**src/hw/rtl/assert_macros.svh**
```systemverilog
`ifndef ASSERT_MACROS_SVH
`define ASSERT_MACROS_SVH

// same-cycle implication, checked outside reset
`define ASSERT_IMPL(label, clk, rst_n, ante, cons, msg) \
    label: assert property (@(posedge clk) disable iff (!rst_n) (ante) |-> (cons)) \
        else $error(msg);

// next-cycle implication, checked outside reset
`define ASSERT_NEXT(label, clk, rst_n, ante, cons, msg) \
    label: assert property (@(posedge clk) disable iff (!rst_n) (ante) |=> (cons)) \
        else $error(msg);

`endif

```
**src/hw/rtl/mpa_pkg.sv**
```systemverilog
package mpa_pkg;

    // field widths
    localparam int ADC_W    = 12;
    localparam int AVG_W    = 14;
    localparam int CNT_W    = 16;
    localparam int SUM_W    = 28;

    // default full-scale reading
    localparam int ADC_FULL_SCALE_DEF = 4095;

    // percent scaling, 10000 hundredths and twice that for half-up rounding
    localparam int PCT_SCALE = 10000;
    localparam int PCT_X2    = 20000;
    localparam int PCT_X2_W  = 15;

    // dividend width: sum * 20000 plus the denominator
    localparam int NUM_W    = 44;

    // register map
    localparam int APB_DATA_W = 32;
    localparam int APB_ADDR_W = 3;
    localparam int REG_IDX_W  = 1;
    localparam logic [REG_IDX_W-1:0] REG_PERIOD_IDX = 1'b0;
    localparam logic [CNT_W-1:0]     PERIOD_RESET   = 16'd10;

    // sequencer states
    typedef enum logic [2:0] {
        ST_IDLE,
        ST_MUL_DEN,
        ST_MUL_NUM,
        ST_ADD,
        ST_DIV,
        ST_DONE
    } t_state;

endpackage

```
**src/hw/rtl/mpa_sample_if.sv**
```systemverilog
interface mpa_sample_if;

    logic                       valid;
    logic                       ready;
    logic [mpa_pkg::ADC_W-1:0]  adc_sample;

    modport source (output valid, output adc_sample, input ready);
    modport sink   (input valid, input adc_sample, output ready);

endinterface

```
**src/hw/rtl/mpa_result_if.sv**
```systemverilog
interface mpa_result_if;

    logic                       valid;
    logic                       ready;
    logic [mpa_pkg::AVG_W-1:0]  avg_moisture_hundredths;
    logic [mpa_pkg::CNT_W-1:0]  samples_in_period;

    modport source (output valid, output avg_moisture_hundredths,
                    output samples_in_period, input ready);
    modport sink   (input valid, input avg_moisture_hundredths,
                    input samples_in_period, output ready);

endinterface

```
**src/hw/rtl/moisture_period_averager.sv**
```systemverilog
// moisture period averager
// i_sample (valid/ready) takes one 12-bit raw soil reading per transaction;
// higher readings mean drier soil. the inverted reading is summed and counted
// until the count reaches the period register (APB, byte address 0, reset 10).
// o_result (valid/ready) then carries the period average in hundredths of a
// percent, rounded half up, with the number of samples in the period.
// a sample that does not close a period leaves ready high, so such samples
// may arrive back to back.
// a sample that closes a period starts a sequence on one shared multiplier
// (two products), one add, then a 44-step restoring divider, one quotient
// bit per cycle, one step per dividend bit; when the result is offered,
// i_sample is ready again from that same cycle.
// the result sits in an output register; if the receiver stalls, a later
// period can run its divide and then waits until that register is free.
// reset (synchronous, active low) clears the sum, the count and any pending
// result, and sets the period to 10.
`include "assert_macros.svh"

module moisture_period_averager #(
    parameter int ADC_FULL_SCALE = mpa_pkg::ADC_FULL_SCALE_DEF
) (
    input  logic                               i_clk,
    input  logic                               i_rst_n,
    mpa_sample_if.sink                         i_sample,
    mpa_result_if.source                       o_result,
    input  logic                               psel,
    input  logic                               penable,
    input  logic                               pwrite,
    input  logic [mpa_pkg::APB_ADDR_W-1:0]     paddr,
    input  logic [mpa_pkg::APB_DATA_W-1:0]     pwdata,
    output logic [mpa_pkg::APB_DATA_W-1:0]     prdata,
    output logic                               pready
);

    import mpa_pkg::*;

    // derived widths
    localparam int FW     = $clog2(ADC_FULL_SCALE + 1);
    localparam int CW     = (FW > ADC_W) ? FW : ADC_W;
    localparam int MB_W   = (FW > PCT_X2_W) ? FW : PCT_X2_W;
    localparam int PROD_W = SUM_W + MB_W;
    localparam int DEN_W  = FW + CNT_W;
    localparam int STEP_W = $clog2(NUM_W);

    localparam logic [CW-1:0]     FULL_C    = CW'(ADC_FULL_SCALE);
    localparam logic [STEP_W-1:0] STEP_LAST = STEP_W'(NUM_W - 1);
    localparam logic [AVG_W-1:0]  AVG_MAX   = AVG_W'(PCT_SCALE);

    t_state                r_state;
    t_state                n_state;

    logic [CNT_W-1:0]      r_period;
    logic [SUM_W-1:0]      r_sum;
    logic [CNT_W-1:0]      r_count;
    logic [DEN_W-1:0]      r_den;
    logic [NUM_W-1:0]      r_num;
    logic [DEN_W:0]        r_rem;
    logic [AVG_W-1:0]      r_quot;
    logic                  r_ovf;
    logic [STEP_W-1:0]     r_step;
    logic                  r_out_valid;
    logic [AVG_W-1:0]      r_avg;
    logic [CNT_W-1:0]      r_spp;

    logic                  in_ready;
    logic                  in_fire;
    logic                  mul_num_sel;
    logic                  load_out;
    logic                  cfg_wr;

    logic [CW-1:0]         raw_ext;
    logic [FW-1:0]         inv;
    logic [SUM_W:0]        sum_add;
    logic [SUM_W-1:0]      acc_sum;
    logic [CNT_W-1:0]      acc_count;
    logic                  count_hit;

    logic [SUM_W-1:0]      mul_a;
    logic [MB_W-1:0]       mul_b;
    logic [PROD_W-1:0]     mul_p;

    logic [DEN_W+1:0]      div_t;
    logic [DEN_W+1:0]      div_d;
    logic                  div_ge;
    logic [DEN_W+1:0]      div_r;
    logic [AVG_W-1:0]      avg_sat;

    // configuration port
    assign pready = 1'b1;
    assign cfg_wr = psel && penable && pwrite && pready
                    && (paddr[APB_ADDR_W-1:2] == REG_PERIOD_IDX);

    always_comb begin
        if (paddr[APB_ADDR_W-1:2] == REG_PERIOD_IDX) begin
            prdata = APB_DATA_W'(r_period);
        end else begin
            prdata = '0;
        end
    end

    // accumulate: inverted reading, clamped at zero above full scale
    assign raw_ext   = CW'(i_sample.adc_sample);
    assign inv       = (raw_ext > FULL_C) ? '0 : FW'(FULL_C - raw_ext);
    assign sum_add   = {1'b0, r_sum} + (SUM_W + 1)'(inv);
    assign acc_sum   = sum_add[SUM_W] ? '1 : sum_add[SUM_W-1:0];
    assign acc_count = r_count + CNT_W'(1);
    assign count_hit = (acc_count >= r_period);

    assign in_fire   = i_sample.valid && in_ready;

    // shared multiplier: full scale * count, then sum * 20000
    assign mul_a = mul_num_sel ? r_sum : SUM_W'(r_count);
    assign mul_b = mul_num_sel ? MB_W'(PCT_X2) : MB_W'(ADC_FULL_SCALE);
    assign mul_p = mul_a * mul_b;

    // restoring divide step by twice the denominator
    assign div_t  = {r_rem, r_num[NUM_W-1]};
    assign div_d  = {1'b0, r_den, 1'b0};
    assign div_ge = (div_t >= div_d);
    assign div_r  = div_ge ? (div_t - div_d) : div_t;

    // clamp at 100 percent
    assign avg_sat = (r_ovf || (r_quot > AVG_MAX)) ? AVG_MAX : r_quot;

    // sequencer next state
    always_comb begin
        n_state = r_state;
        case (r_state)
            ST_IDLE: begin
                if (in_fire && count_hit) begin
                    n_state = ST_MUL_DEN;
                end
            end
            ST_MUL_DEN: n_state = ST_MUL_NUM;
            ST_MUL_NUM: n_state = ST_ADD;
            ST_ADD:     n_state = ST_DIV;
            ST_DIV: begin
                if (r_step == STEP_LAST) begin
                    n_state = ST_DONE;
                end
            end
            ST_DONE: begin
                if (!r_out_valid || o_result.ready) begin
                    n_state = ST_IDLE;
                end
            end
            default: n_state = ST_IDLE;
        endcase
    end

    // sequencer outputs
    always_comb begin
        in_ready    = 1'b0;
        mul_num_sel = 1'b0;
        load_out    = 1'b0;
        case (r_state)
            ST_IDLE:    in_ready    = 1'b1;
            ST_MUL_NUM: mul_num_sel = 1'b1;
            ST_DONE:    load_out    = !r_out_valid || o_result.ready;
            default: begin
                in_ready = 1'b0;
            end
        endcase
    end

    // control state
    always_ff @(posedge i_clk) begin
        if (!i_rst_n) begin
            r_state     <= ST_IDLE;
            r_period    <= PERIOD_RESET;
            r_sum       <= '0;
            r_count     <= '0;
            r_out_valid <= 1'b0;
        end else begin
            r_state <= n_state;
            if (cfg_wr) begin
                r_period <= pwdata[CNT_W-1:0];
            end
            if (in_fire) begin
                r_sum   <= acc_sum;
                r_count <= acc_count;
            end else if (load_out) begin
                r_sum   <= '0;
                r_count <= '0;
            end
            if (load_out) begin
                r_out_valid <= 1'b1;
            end else if (o_result.ready) begin
                r_out_valid <= 1'b0;
            end
        end
    end

    // datapath
    always_ff @(posedge i_clk) begin
        case (r_state)
            ST_MUL_DEN: r_den <= mul_p[DEN_W-1:0];
            ST_MUL_NUM: r_num <= NUM_W'(mul_p);
            ST_ADD: begin
                r_num  <= r_num + NUM_W'(r_den);
                r_rem  <= '0;
                r_quot <= '0;
                r_ovf  <= 1'b0;
                r_step <= '0;
            end
            ST_DIV: begin
                r_rem  <= div_r[DEN_W:0];
                r_num  <= {r_num[NUM_W-2:0], 1'b0};
                r_quot <= {r_quot[AVG_W-2:0], div_ge};
                r_ovf  <= r_ovf | r_quot[AVG_W-1];
                r_step <= r_step + STEP_W'(1);
            end
            default: begin
                r_step <= r_step;
            end
        endcase
        if (load_out) begin
            r_avg <= avg_sat;
            r_spp <= r_count;
        end
    end

    // result channel
    assign i_sample.ready                   = in_ready;
    assign o_result.valid                   = r_out_valid;
    assign o_result.avg_moisture_hundredths = r_avg;
    assign o_result.samples_in_period       = r_spp;

    // checks
    `ASSERT_IMPL(a_avg_in_range, i_clk, i_rst_n, r_out_valid, r_avg <= AVG_MAX, "average above 100 percent")
    `ASSERT_IMPL(a_spp_nonzero, i_clk, i_rst_n, r_out_valid, r_spp != '0, "empty period reported")
    `ASSERT_IMPL(a_rem_bound, i_clk, i_rst_n, r_state == ST_DIV, r_rem < div_d[DEN_W:0], "divider remainder out of range")
    `ASSERT_NEXT(a_clear_after_load, i_clk, i_rst_n, load_out, (r_sum == '0) && (r_count == '0) && r_out_valid, "accumulator not cleared at period end")

endmodule
```
**src/flat_wrapper.sv**
```systemverilog
// flat-port wrapper written by rule: the top's interface ports become plain ports
module moisture_period_averager_flat import mpa_pkg::*;
#(
    parameter int ADC_FULL_SCALE = mpa_pkg::ADC_FULL_SCALE_DEF
)
  (i_clk, i_rst_n, psel, penable, pwrite, paddr, pwdata, prdata, pready, i_sample_valid, i_sample_adc_sample, i_sample_ready, o_result_valid, o_result_avg_moisture_hundredths, o_result_samples_in_period, o_result_ready);
  mpa_sample_if i_sample_i ();
  mpa_result_if o_result_i ();
  input  logic i_clk;
  input  logic i_rst_n;
  input  logic psel;
  input  logic penable;
  input  logic pwrite;
  input  logic [mpa_pkg::APB_ADDR_W-1:0] paddr;
  input  logic [mpa_pkg::APB_DATA_W-1:0] pwdata;
  output logic [mpa_pkg::APB_DATA_W-1:0] prdata;
  output logic pready;
  input wire logic [$bits(i_sample_i.valid)-1:0] i_sample_valid;
  input wire logic [$bits(i_sample_i.adc_sample)-1:0] i_sample_adc_sample;
  output wire logic [$bits(i_sample_i.ready)-1:0] i_sample_ready;
  output wire logic [$bits(o_result_i.valid)-1:0] o_result_valid;
  output wire logic [$bits(o_result_i.avg_moisture_hundredths)-1:0] o_result_avg_moisture_hundredths;
  output wire logic [$bits(o_result_i.samples_in_period)-1:0] o_result_samples_in_period;
  input wire logic [$bits(o_result_i.ready)-1:0] o_result_ready;
  assign i_sample_i.valid = i_sample_valid;
  assign i_sample_i.adc_sample = i_sample_adc_sample;
  assign i_sample_ready = i_sample_i.ready;
  assign o_result_valid = o_result_i.valid;
  assign o_result_avg_moisture_hundredths = o_result_i.avg_moisture_hundredths;
  assign o_result_samples_in_period = o_result_i.samples_in_period;
  assign o_result_i.ready = o_result_ready;
  moisture_period_averager #(.ADC_FULL_SCALE(ADC_FULL_SCALE)) u_core (.i_clk(i_clk), .i_rst_n(i_rst_n), .i_sample(i_sample_i), .o_result(o_result_i), .psel(psel), .penable(penable), .pwrite(pwrite), .paddr(paddr), .pwdata(pwdata), .prdata(prdata), .pready(pready));
endmodule
```
**config.mk**
```make
export PLATFORM = sky130hd
export DESIGN_NAME = moisture_period_averager_flat
export DESIGN_NICKNAME = d
export VERILOG_FILES = /design/src/hw/rtl/mpa_pkg.sv /design/src/hw/rtl/mpa_sample_if.sv /design/src/hw/rtl/mpa_result_if.sv /design/src/hw/rtl/moisture_period_averager.sv /design/src/flat_wrapper.sv
export VERILOG_INCLUDE_DIRS = /design/src /design/src/hw/rtl
export SDC_FILE = /design/constraint.sdc
export NUM_CORES = 1
export LEC_CHECK = 0
export ABC_AREA = 1
export BUFFER_PORTS_ARGS = -buffer_cell sky130_fd_sc_hd__buf_2
export CORE_MARGIN = 2
export CORE_UTILIZATION = 51
export DETAILED_ROUTE_END_ITERATION = 7
export HOLD_SLACK_MARGIN = 0.03
export MAX_ROUTING_LAYER = met4
export PLACE_DENSITY = 0.68
export RECOVER_POWER = 100
export SLEW_MARGIN = 20
export SYNTH_ARGS = -nofsm -noshare
export SYNTH_HDL_FRONTEND = slang
export SYNTH_SLANG_ARGS = --single-unit
```
**constraint.sdc**
```tcl
create_clock -name i_clk -period 13.05 [get_ports i_clk]
set_clock_uncertainty 0.05 [all_clocks]
set_input_delay 0.6525 -clock i_clk [delete_from_list [all_inputs] [get_ports i_clk]]
set_output_delay 0.6525 -clock i_clk [all_outputs]
set_load 0.02 [all_outputs]
```
==> flow_metrics.tcl <==
set metrics [dict create \
    num_vias 23300 \
    fp.dieH_microns 232 \
    cts.sinks 216 \
    viasPerCell 5.04 \
    synthFlopType "edfxtp_1" \
    gr-usage-all-layers_pct 27.2 \
    crit_type "reg2reg" \
    slowest_stage "nand3_1" \
    stdcell_count 4622 \
    dpl.hpwl_mm 56.9 \
    cts_buffer_depth 3 \
    ctsHoldBuffers 0 \
    htreeDepth 1 \
    seq_area_sq_um 5850 \
    run_status "finished, violations left" \
    firstDrtPassIters 5 \
    path_max_fanout 54 \
    fp-row-count 83 \
    numCtsBuffers 26 \
    grt_max_degree 71 \
    grt_antenna_before_repair 0 \
    synthArstFlopShare_pct 0 \
    nets 4416 \
    clk_pin_slew_worst_paths_ns 0.06 \
    hold_path_class "in2reg" \
    final_util_pct 55.3 \
    r2r_slack_ns 3.72 \
    endpoint_kind "flop" \
    yosysSeqAreaShare_pct 22.1 \
    synthCells 3808 \
    worstMarginPinSlew_ns 3.34 \
    startpoint_type "flop" \
    slowest_delay_ns 1.49 \
    ys_types 48 \
    drive_gt1_share_pct 3.45 \
    rsz0062_at_grt "false" \
    violations "max-capacitance violations, max-slew violations" \
    grt_pass1_wl_mm 114 \
    layout_min_cycle_time_ns 9.33 \
    power_density_nw_per_um2 129 \
    gr-total-overflow 0 \
    diodes 0 \
    final_cell_mix "1038 x nand2_1, 821 x inv_1, 406 x nor2_1" \
    start_util_pct 51.6 \
    grt_pass1_vias 23100 \
    ys_ff_latch 216 \
    root_buffer "clkbuf_16" \
    worstPathRequired_ns 13.32 \
    multi_input_area_sq_um 17200 \
    dieArea_sq_um 53600 \
    finalHoldViolations 0 \
    drt_iter0_markers 1362 \
    remaining_drc_errors 0 \
    avgSynthCellArea_sq_um 6.93 \
    path_common_cell "nand2_1" \
    synth_area_sq_um 26400 \
    max_freq_ghz 0.107 \
    leakagePower_nw 15.5 \
    wl_mm 68.6 \
    yosysWarningCount 0 \
    final_common_cell "nand2_1" \
    portBuffers 83 \
    cts_tree "built" \
    drv_cap 8 \
    slew_headroom_pct -123 \
    final-max-slew-violation-count 386 \
    clock_latency_ns 0.58 \
    core_area_sq_um 51200 \
    synthToLayoutAreaGrowth_pct 7.31 \
    pin_count 119 \
    synth_edf_count 152 \
    peakVddDrop_mv 0.110 \
    min_period_over_period_pct 71.5 \
    antenna_left 0 \
    dpl.cell_count 4575 \
    cts_setup_buffers 0 \
    cts_resized 0 \
    cp.arrival_ns 9.60 \
    wl_per_cell_microns 14.8 \
    fill_cells 5078 \
    fp.dieW_microns 232 \
    setup_viol_count_final 0 \
    setup_tns_ns 0 \
    place.gp.congestion 0.970 \
]
[critical path: cells and delay by family, from the launching register on]
family	cells	cell delay, ns
adders and majority gates	7	3.15
xor gates and xnor gates	1	0.36
buffers and inverters	5	1.50
and+or+nand+nor	14	3.21
AOI/OAI and AO/OA	1	0.38
DFF	1	0.37
[power breakdown]
part           switching [mW]  internal (mW)  leakage (nW)  total (mW)
logic                    1.30          0.710          13.2        2.01
clock network           0.308          0.425         0.410       0.733
registers              0.0409          0.854          1.90       0.894
[per-layer routing]
metal	vias to the layer above	wire length, microns	part of all wire [%]	track usage (%)
met5	-	0	0	-
met4	0	2340	3.4	8.73
met3	121	2560	3.7	2.20
met2	461	33500	49	47.1
met1	10800	30300	44	33.5
li1	11900	-	-	-
[cell families after synthesis]
kind of cell,Yosys count,synth area share [%]
AO/OA/AOI/OAI,370,7.48
XOR/XNOR,77,2.55
adder cells (fa/ha/maj),439,26.4
buffers and inverters,903,13.4
flip-flops,216,22.1
other,2,0.0284
AND/OR/NAND/NOR,1801,28.0
[sequential cells by signal (all words and copies together) (netlist names), 3 cells and up]
| signal | count |
|---|---|
| u_core.r_den | 28 |
| u_core.r_sum | 28 |
| u_core.r_rem | 29 |
| u_core.o_result.samples_in_period | 16 |
| u_core.r_step | 6 |
| u_core.r_num | 44 |
| u_core.r_count | 16 |
| u_core.r_period | 16 |
| u_core.r_state | 3 |
| u_core.r_quot | 14 |
| u_core.o_result.avg_moisture_hundredths | 14 |
[path summary, 6_finish.rpt]
check | from | endpoint | depth (start not counted)
setup / recovery | u_core.r_state[2] | u_core.r_num[34] | 28
hold / removal | pwdata[3] | u_core.r_period[3] | 3
setup reg to reg | u_core.r_state[2] | u_core.r_num[34] | 28
hold reg to reg | u_core.r_period[0] | u_core.r_period[0] | 2
[final cells by class]
type	instances	share of cell area, %
multi-input cells	2754	60.9
well taps	680	3.00
inverters	832	11.0
repair buffers	93	1.44
clock buffers	34	2.51
flip-flops and latches	216	20.6
clock inverters	13	0.495
[Yosys cell counts (19+ instances only)]
master	number	share of area, %
nand3_1	235	4.5
xnor2_1	19	0.63
clkbuf_1	25	0.36
inv_1	818	12
dfxtp_1	64	4.9
edfxtp_1	152	17
buf_4	19	0.54
fa_1	196	15
nor2_1	404	5.7
xor2_1	58	1.9
nor3_1	23	0.44
nand2_1	1039	15
nand4_1	24	0.57
ha_1	243	12
a21oi_1	205	3.9
o21ai_0	111	2.1
[metrics by stage]
step                worst slack [ns]  hold WS, ns  instance area, sq um  power [mW]
floorplan                       7.16        0.398                 26600        2.41
global placement                5.54        0.421                 27600        2.86
detailed placement              5.54        0.419                 27600        2.89
CTS                             5.52        0.236                 28500        3.64
global route                    2.97        0.271                 28300        4.00
finish                          3.72        0.254                 28300        3.64
(Power assumes the default switching activity.)
